[config.mk]
export PLATFORM = sky130hd
export DESIGN_NAME = grow_light_photoperiod_controller
export DESIGN_NICKNAME = d
export VERILOG_FILES = /design/src/rtl/glpc_pkg.sv /design/src/rtl/grow_light_photoperiod_controller.sv /design/src/rtl/glpc_step.sv
export SDC_FILE = /design/constraint.sdc
export NUM_CORES = 1
export LEC_CHECK = 0
export BUFFER_PORTS_ARGS = -buffer_cell sky130_fd_sc_hd__buf_2
export CORE_ASPECT_RATIO = 1.1
export CORE_UTILIZATION = 55
export CTS_CLUSTER_SIZE = 25
export DETAILED_ROUTE_END_ITERATION = 16
export PLACE_DENSITY = 0.78
export SYNTH_ARGS = -nofsm -noshare
export SYNTH_HDL_FRONTEND = slang
export SYNTH_SLANG_ARGS = --single-unit
[constraint.sdc]
create_clock -name aclk -period 14.8 [get_ports aclk]
set_clock_uncertainty 0.05 [all_clocks]
set_input_delay 2.22 -clock aclk [delete_from_list [all_inputs] [get_ports aclk]]
set_output_delay 2.22 -clock aclk [all_outputs]
set_load 0.01 [all_outputs]
[src/rtl/glpc_pkg.sv]
// Types, constants and arithmetic helpers of the grow light photoperiod controller
package glpc_pkg;

    localparam logic [1:0] MODE_OFF  = 2'd0;
    localparam logic [1:0] MODE_HIGH = 2'd1;
    localparam logic [1:0] MODE_LOW  = 2'd2;
    localparam logic [1:0] MODE_MUTE = 2'd3;

    localparam logic [1:0] CFG_DAY_MINUTES = 2'd0;
    localparam logic [1:0] CFG_LED_MAX     = 2'd1;
    localparam logic [1:0] CFG_GROW_MODE   = 2'd2;
    localparam logic [1:0] CFG_MIN_DUTY    = 2'd3;

    localparam logic [10:0] DAY_MINUTES_RST = 11'd1080;
    localparam logic [7:0]  LED_MAX_RST     = 8'd100;
    localparam logic [7:0]  MIN_DUTY_RST    = 8'd20;

    localparam logic signed [12:0] DAY_LEN      = 13'sd1440;
    localparam logic signed [12:0] RAMP_MINUTES = 13'sd10;
    localparam logic [3:0]  DIM_MINUTES  = 4'd15;
    localparam logic [31:0] BTN_MIN_GAP  = 32'd300;
    localparam logic [31:0] BTN_MUTE_GAP = 32'd600;
    localparam logic [10:0] PERIOD_MAX   = 11'd2047;
    localparam logic [15:0] DAYS_MAX     = 16'hFFFF;

    // 255 * ceil(2^24 / 133); exact floor(p * 255 / 133) for 8-bit p
    localparam logic [24:0] MAX_DUTY_MUL = 25'd32166975;

    typedef struct packed {
        logic        opcode;
        logic        button_down;
        logic [31:0] now_ms;
        logic        ignore_day_count;
    } in_t;

    typedef struct packed {
        logic [7:0]  pwm_duty;
        logic        lamp_on;
        logic [1:0]  lamp_mode;
        logic        is_daytime;
        logic [10:0] minutes_elapsed;
        logic [15:0] day_counter;
    } out_t;

    typedef struct packed {
        logic [10:0] day_minutes;
        logic [7:0]  max_duty;
        logic        grow_mode;
        logic [7:0]  min_duty;
    } cfg_t;

    typedef struct packed {
        logic [1:0]  mode;
        logic [7:0]  duty;
        logic        enable;
        logic        day_flag;
        logic [10:0] period;
        logic [15:0] days;
        logic [3:0]  dim_left;
        logic        pending;
        logic [31:0] last_ms;
    } state_t;

    function automatic logic [7:0] max_duty_f(input logic [7:0] pct);
        logic [32:0] prod;
        logic [8:0]  q;
        begin
            prod = 33'(pct) * 33'(MAX_DUTY_MUL);
            q    = prod[32:24];
            max_duty_f = q[8] ? 8'hFF : q[7:0];
        end
    endfunction

    // k * ceil(2^16 / 10); exact floor(x * k / 10) for x below 256
    function automatic logic [16:0] ramp_coef_f(input logic [3:0] k);
        begin
            ramp_coef_f = 17'(k) * 17'd6554;
        end
    endfunction

endpackage

[src/rtl/grow_light_photoperiod_controller.sv]
// Top level of the grow light photoperiod controller
//
// s_ channel: one beat per event, opcode 0 is a one-minute tick, opcode 1 a
// sample of the dimmer button (level plus millisecond time stamp).
// m_ channel: exactly one result beat per input beat, in order, showing the
// lamp duty, enable, mode, phase, minutes in phase and day count after the event.
// cfg port: cfg_wr_en writes cfg_wdata to register cfg_addr;
// 0 day length, 1 max brightness (turned into a duty at write time),
// 2 grow/drying mode, 3 minimum duty. Write only while no beat is in flight.
// Each input beat is taken into the input register, then the combinational
// next-state logic writes the state and result registers.
// Throughput: one beat per cycle while the m_ side is not stalled.
// A stalled m_ side holds the result; one more input beat is taken into the
// input register, after which s_ready drops until the result is taken.
// Reset: synchronous, active low; clears both pipeline valids, sets the
// registers to day length 1080, brightness 100, grow mode, min duty 20,
// lamp OFF, day phase, all counters zero.
module grow_light_photoperiod_controller (
    input  logic             aclk,
    input  logic             aresetn,
    input  logic             s_valid,
    output logic             s_ready,
    input  glpc_pkg::in_t    s_data,
    output logic             m_valid,
    input  logic             m_ready,
    output glpc_pkg::out_t   m_data,
    input  logic             cfg_wr_en,
    input  logic [1:0]       cfg_addr,
    input  logic [10:0]      cfg_wdata
);
    import glpc_pkg::*;

    cfg_t   cfg_reg;
    state_t st_reg;
    state_t st_next;
    in_t    in_reg;
    logic   in_valid_reg;
    out_t   out_reg;
    logic   out_valid_reg;
    logic   out_free;
    logic   advance;

    assign out_free = !out_valid_reg || m_ready;
    assign advance  = in_valid_reg && out_free;
    assign s_ready  = !in_valid_reg || out_free;
    assign m_valid  = out_valid_reg;
    assign m_data   = out_reg;

    glpc_step u_step (
        .cfg     (cfg_reg),
        .st      (st_reg),
        .item    (in_reg),
        .st_next (st_next)
    );

    always_ff @(posedge aclk) begin
        if (!aresetn) begin
            in_valid_reg        <= 1'b0;
            out_valid_reg       <= 1'b0;
            cfg_reg.day_minutes <= DAY_MINUTES_RST;
            cfg_reg.max_duty    <= max_duty_f(LED_MAX_RST);
            cfg_reg.grow_mode   <= 1'b1;
            cfg_reg.min_duty    <= MIN_DUTY_RST;
            st_reg.mode         <= MODE_OFF;
            st_reg.duty         <= '0;
            st_reg.enable       <= 1'b0;
            st_reg.day_flag     <= 1'b1;
            st_reg.period       <= '0;
            st_reg.days         <= '0;
            st_reg.dim_left     <= '0;
            st_reg.pending      <= 1'b0;
            st_reg.last_ms      <= '0;
        end else begin
            if (cfg_wr_en) begin
                unique case (cfg_addr)
                    CFG_DAY_MINUTES: cfg_reg.day_minutes <= cfg_wdata;
                    CFG_LED_MAX:     cfg_reg.max_duty    <= max_duty_f(cfg_wdata[7:0]);
                    CFG_GROW_MODE:   cfg_reg.grow_mode   <= cfg_wdata[0];
                    CFG_MIN_DUTY:    cfg_reg.min_duty    <= cfg_wdata[7:0];
                endcase
            end
            if (s_ready) begin
                in_valid_reg <= s_valid;
            end
            if (out_free) begin
                out_valid_reg <= in_valid_reg;
            end
            if (advance) begin
                st_reg <= st_next;
            end
        end
    end

    always_ff @(posedge aclk) begin
        if (s_valid && s_ready) begin
            in_reg <= s_data;
        end
        if (advance) begin
            out_reg.pwm_duty        <= st_next.duty;
            out_reg.lamp_on         <= st_next.enable;
            out_reg.lamp_mode       <= st_next.mode;
            out_reg.is_daytime      <= st_next.day_flag;
            out_reg.minutes_elapsed <= st_next.period;
            out_reg.day_counter     <= st_next.days;
        end
    end

endmodule

[src/rtl/glpc_step.sv]
// Next-state logic for one tick or button beat
module glpc_step (
    input  glpc_pkg::cfg_t   cfg,
    input  glpc_pkg::state_t st,
    input  glpc_pkg::in_t    item,
    output glpc_pkg::state_t st_next
);
    import glpc_pkg::*;

    function automatic state_t set_light(input state_t s, input logic [1:0] mode,
                                         input cfg_t c);
        state_t r;
        begin
            r = s;
            unique case (mode)
                MODE_HIGH: begin
                    r.duty   = c.max_duty;
                    r.enable = 1'b1;
                end
                MODE_LOW: begin
                    if (c.min_duty < c.max_duty) begin
                        r.duty   = c.min_duty;
                        r.enable = 1'b1;
                    end
                    r.dim_left = DIM_MINUTES;
                end
                default: begin
                    r.enable = 1'b0;
                end
            endcase
            r.mode = mode;
            set_light = r;
        end
    endfunction

    logic signed [12:0] m_s;
    logic signed [12:0] day_s;
    logic signed [12:0] night_s;
    logic signed [12:0] ramp_pos;
    logic [11:0]        m_u;
    logic [3:0]         k;
    logic               sunrise;
    logic               do_ramp;
    logic               restart;
    logic signed [9:0]  span;
    logic [7:0]         span_abs;
    logic [24:0]        prod;
    logic [7:0]         q;
    logic [31:0]        gap;
    state_t             s;

    always_comb begin
        s        = st;
        m_u      = {1'b0, st.period} + 12'd1;
        m_s      = 13'(m_u);
        day_s    = 13'(cfg.day_minutes);
        night_s  = DAY_LEN - day_s;
        ramp_pos = '0;
        sunrise  = 1'b0;
        do_ramp  = 1'b0;
        restart  = 1'b0;
        gap      = item.now_ms - st.last_ms;

        if (!item.opcode) begin
            if (s.mode == MODE_LOW) begin
                s.dim_left = s.dim_left - 4'd1;
                if (s.dim_left == 4'd0) begin
                    s = set_light(s, MODE_HIGH, cfg);
                end
            end
            if (s.day_flag) begin
                if (m_s > day_s) begin
                    s = set_light(s, MODE_OFF, cfg);
                    s.day_flag = 1'b0;
                    restart = 1'b1;
                end else if (m_s >= day_s - RAMP_MINUTES && s.mode == MODE_HIGH) begin
                    do_ramp  = 1'b1;
                    ramp_pos = m_s - day_s + RAMP_MINUTES;
                end
            end else if (cfg.grow_mode) begin
                if (m_s > night_s) begin
                    if (!item.ignore_day_count && s.days != DAYS_MAX) begin
                        s.days = s.days + 16'd1;
                    end
                    s = set_light(s, MODE_HIGH, cfg);
                    s.day_flag = 1'b1;
                    restart = 1'b1;
                end else if (m_s >= night_s - RAMP_MINUTES && s.mode == MODE_OFF) begin
                    do_ramp  = 1'b1;
                    sunrise  = 1'b1;
                    ramp_pos = m_s - night_s + RAMP_MINUTES;
                end
            end else if (m_s > night_s) begin
                if (s.days != DAYS_MAX) begin
                    s.days = s.days + 16'd1;
                end
                restart = 1'b1;
            end
        end

        // ramp: span * k / 10, truncated toward zero
        k        = ramp_pos[3:0];
        span     = 10'(cfg.max_duty) - 10'(cfg.min_duty);
        span_abs = span[9] ? 8'(-span) : span[7:0];
        prod     = 25'(span_abs) * 25'(ramp_coef_f(k));
        q        = prod[23:16];

        if (!item.opcode) begin
            if (do_ramp) begin
                if (sunrise) begin
                    s.duty = span[9] ? cfg.min_duty - q : cfg.min_duty + q;
                end else begin
                    s.duty = span[9] ? cfg.max_duty + q : cfg.max_duty - q;
                end
                s.enable = 1'b1;
            end
            if (restart) begin
                s.period = '0;
            end else begin
                s.period = m_u[11] ? PERIOD_MAX : m_u[10:0];
            end
        end else if (item.button_down) begin
            s.pending = 1'b1;
        end else if (s.pending && gap > BTN_MIN_GAP) begin
            s.last_ms = item.now_ms;
            s.pending = 1'b0;
            if (gap <= BTN_MUTE_GAP && s.mode == MODE_LOW) begin
                s = set_light(s, MODE_MUTE, cfg);
            end else if (s.mode == MODE_HIGH) begin
                s = set_light(s, MODE_LOW, cfg);
            end else if (s.mode == MODE_LOW || s.mode == MODE_MUTE) begin
                s = set_light(s, MODE_HIGH, cfg);
            end
        end

        st_next = s;
    end

endmodule

==> key figures <==
Timing
  – Worst Tran Pin Value: about 1100 ps
  – Fin Hold WS: about 450 ps
  – Final Hold Fails: 0
  – Final min period: 14130 ps
  – Slew Limit Fails: 0
  – Fin crit share: 0.955
  – Relative slew slack: 0.232
  – Endpoints failing setup: 0
  – F_max: slightly above 0.07 GHz

Detailed routing
  – Avg WL per Cell: approximately 17 µm
  – Remaining DRCs: 1
  – Initial DRC Count: 1104
  – Drt first pass iters: 11
  – Via count: 16500
  – Routed WL: 49100 µm
  – Post-DRT Antenna Nets: 0
  – DR vias/cell: roughly 6

Synth
  – Warnings from Yosys: 0
  – Compound-Gate Fraction of Synth Area: 0.168
  – Number of synthesized flops with an enable pin: 74
  – Fraction of registers with async set/reset: 0
  – Adder-cell area share of the yosys netlist: 0.293
  – Syn_area_per_cell: 8.90 µm²
  – Post-synthesis sequential element count: 180
  – Largest family of logic cells by synthesized area: adder cells
  – Netlist cell types: between 100 and 150
  – Syn Std Cell Area: between 20000 and 25000 µm²
  – Xor-xnor portion of the synthesized cell area: 0.0604
  – Top FF cell, synth: dfxtp_1
  – Mux contribution to synthesized area: 0.0284
  – Mapped Nets: between 2000 and 3000
  – Seq/Total Area, Yosys: 0.217
  – Post-synthesis cell count: ~2300
  – Simple-Gate Fraction of Synth Area: 0.166
  – Top cell type's share of synthesized area: 0.151
  – Synth top area cells: ha_1 15%, fa_1 14%, edfxtp_1 11%
  – Leading area contributor after synthesis: ha_1

Floorplan
  – Chip Height: roughly 200 µm
  – Initial Utilization: 0.556
  – Row count: 73
  – Core ar.: between 30000 and 40000 µm²
  – Die Wd: ~180 µm
  – I/O pin count: 94
  – Die Area: 37200 µm²

Job
  – Max-cap violations: 0

Min path
  – Hold crit path type: reg -> reg

Clock network
  – Clock buffer depth: 2
  – Cts hold-fix bufs: 0
  – Clock root buffer: clkbuf_16
  – Clock transition at path regs: about 80 ps
  – Total clock buffers created by CTS: 17
  – CTS sink count: 180
  – H-tree levels: 4
  – Skew-Pair Late Insertion Delay: between 400 and 500 ps
  – CTS tree: done

Worst setup path
  – WP data arrival: 14300 ps
  – Startpoint types: flop
  – Max stage delay on crit path: approximately 620 ps
  – Slowest CP cell: xnor2_1
  – Crit end category: flop
  – Maximum fanout along the worst path: 8
  – Worst EP required: roughly 15000 ps
  – Worst setup path class: reg -> reg

Layout
  – Filler instances: 3100
  – Most frequent cells in the layout: 289 x inv_1, 242 x ha_1, 177 x nand2_1
  – P&R area growth vs syn: 8.55%
  – Final Util: 0.604
  – Nets: about 2800
  – Layout cell share with drive strength beyond 1: 0.103
  – Commonest non-fill, non-tap cell in the layout: inv_1
  – Largest register FFs: between 70 and 80
  – Design area: roughly 22000 µm²

Placement
  – Post-DP Area: between 20000 and 25000 µm²
  – Port bufs: 93
  – Gpl congestion: ~0.96
  – HPWL Detailed: 38700 µm

Power and ir drop
  – Peak supply drop: about 0.10 mV
  – Overall Power: roughly 0.0017 W
  – Leak: just under 10 nW
  – Pwr/cell area: between 70 and 80 nW/µm²

Global routing
  – First-pass GRT wire length: 80000 µm
  – Met1 Track Usage GR: 0.343
  – Pin count of the biggest net entering global routing: 106
  – Number of global-route vias before repair: around 16000
  – Grt total ovfl: 0
  – Initial antenna violation count: 1
  – Met3 Use GR: 0.0323
  – Met2 Use GR: 0.459
  – Tot GR Track Use: 0.269
  – Global routing's busiest layer: met2

Run status
  – Status: finished, violations left
  – Failing checks: DRC
-- per-stage QoR --
stage	std cells	TNS, ps	worst slack [ps]
final	2828	0	671
after global routing	2828	-12.9	-12.9
after CTS	2825	0	41.4
after detailed placement	2793	0	69.5
after global placement	2793	0	632
after floorplan	2255	0	1320
-- synthesized netlist by cell type (8+ instances only) --
cell type    n
inv_1      291
ha_1       242
nand2_1    177
nor2_1     164
fa_1       142
a21oi_1    106
dfxtp_1    106
o21ai_0     90
xnor2_1     88
edfxtp_1    74
nor2b_1     65
clkbuf_1    51
mux2i_1     48
xor2_1      44
a21o_1      42
nand3_1     42
a21boi_0    34
nand2b_1    31
or2_2       30
o211ai_1    27
and2_1      23
and3_1      21
o21a_1      21
a31oi_1     19
nor3_1      19
nand4_1     18
o21bai_1    13
o31ai_1     12
a211oi_1    11
and4_1      11
o2111ai_1   10
or3_1        9
mux2_2       8
-- worst max-delay path, delay by kind of cell, from the launching register on --
kind	cells	cell delay, ps
AND/OR/NAND/NOR	11	1940
AO/OA/AOI/OAI	20	3930
flip-flops	1	460
multiplexers	1	530
adder cells (fa/ha/maj)	11	4350
buffers and inverters	7	600
XOR/XNOR	8	2000
-- cell families (layout without fill, tap and decap cells) --
group,count (synthesis),count (layout)
AOI/OAI and AO/OA,485,485
and+or+nand+nor,657,657
muxes,56,56
xor gates and xnor gates,135,135
other,0,1
adders and majority gates,385,385
buffers and inverters,357,442
DFF,180,180
-- final timing paths --
kind	cells past startpoint	slack [ps]	from	to
max	58	670	st_reg[57]	m_data[38]
min	2	450	st_reg[32]	st_reg[32]
max reg2reg	58	670	st_reg[57]	m_data[38]
min reg2reg	2	450	st_reg[32]	st_reg[32]
-- layout make-up --
class / instances / area [µm²] / share of cell area
multi-input combinational: 1718 / 14500 / 0.664
clock inverter: 15 / 185 / 0.00850
tap: 487 / 609 / 0.0280
sequential: 180 / 4340 / 0.199
antenna: 1 / 2.50 / 0.000115
inverter: 292 / 1100 / 0.0503
timing repair buffer: 118 / 653 / 0.0300
clock buffer: 17 / 425 / 0.0195
-- power by group --
group          leakage [nW]  switching (W)  internal, W
clock network         0.295       0.000230     0.000242
logic                  8.06       0.000415     0.000292
registers              1.57      0.0000224     0.000537
total                  9.92       0.000668      0.00107
-- repair_timing --
item                                    4_1_cts  5_1_grt
endpoints found under the setup margin        0        6
gates resized for setup                       0       21
setup buffers                                 0        2
-- per-layer routing --
layer,vias up,part of all wire
li1,7911,-
met1,7963,0.43
met2,498,0.48
met3,115,0.050
met4,0,0.034
met5,-,0
Note: power is estimated with default switching activity, not from simulation.
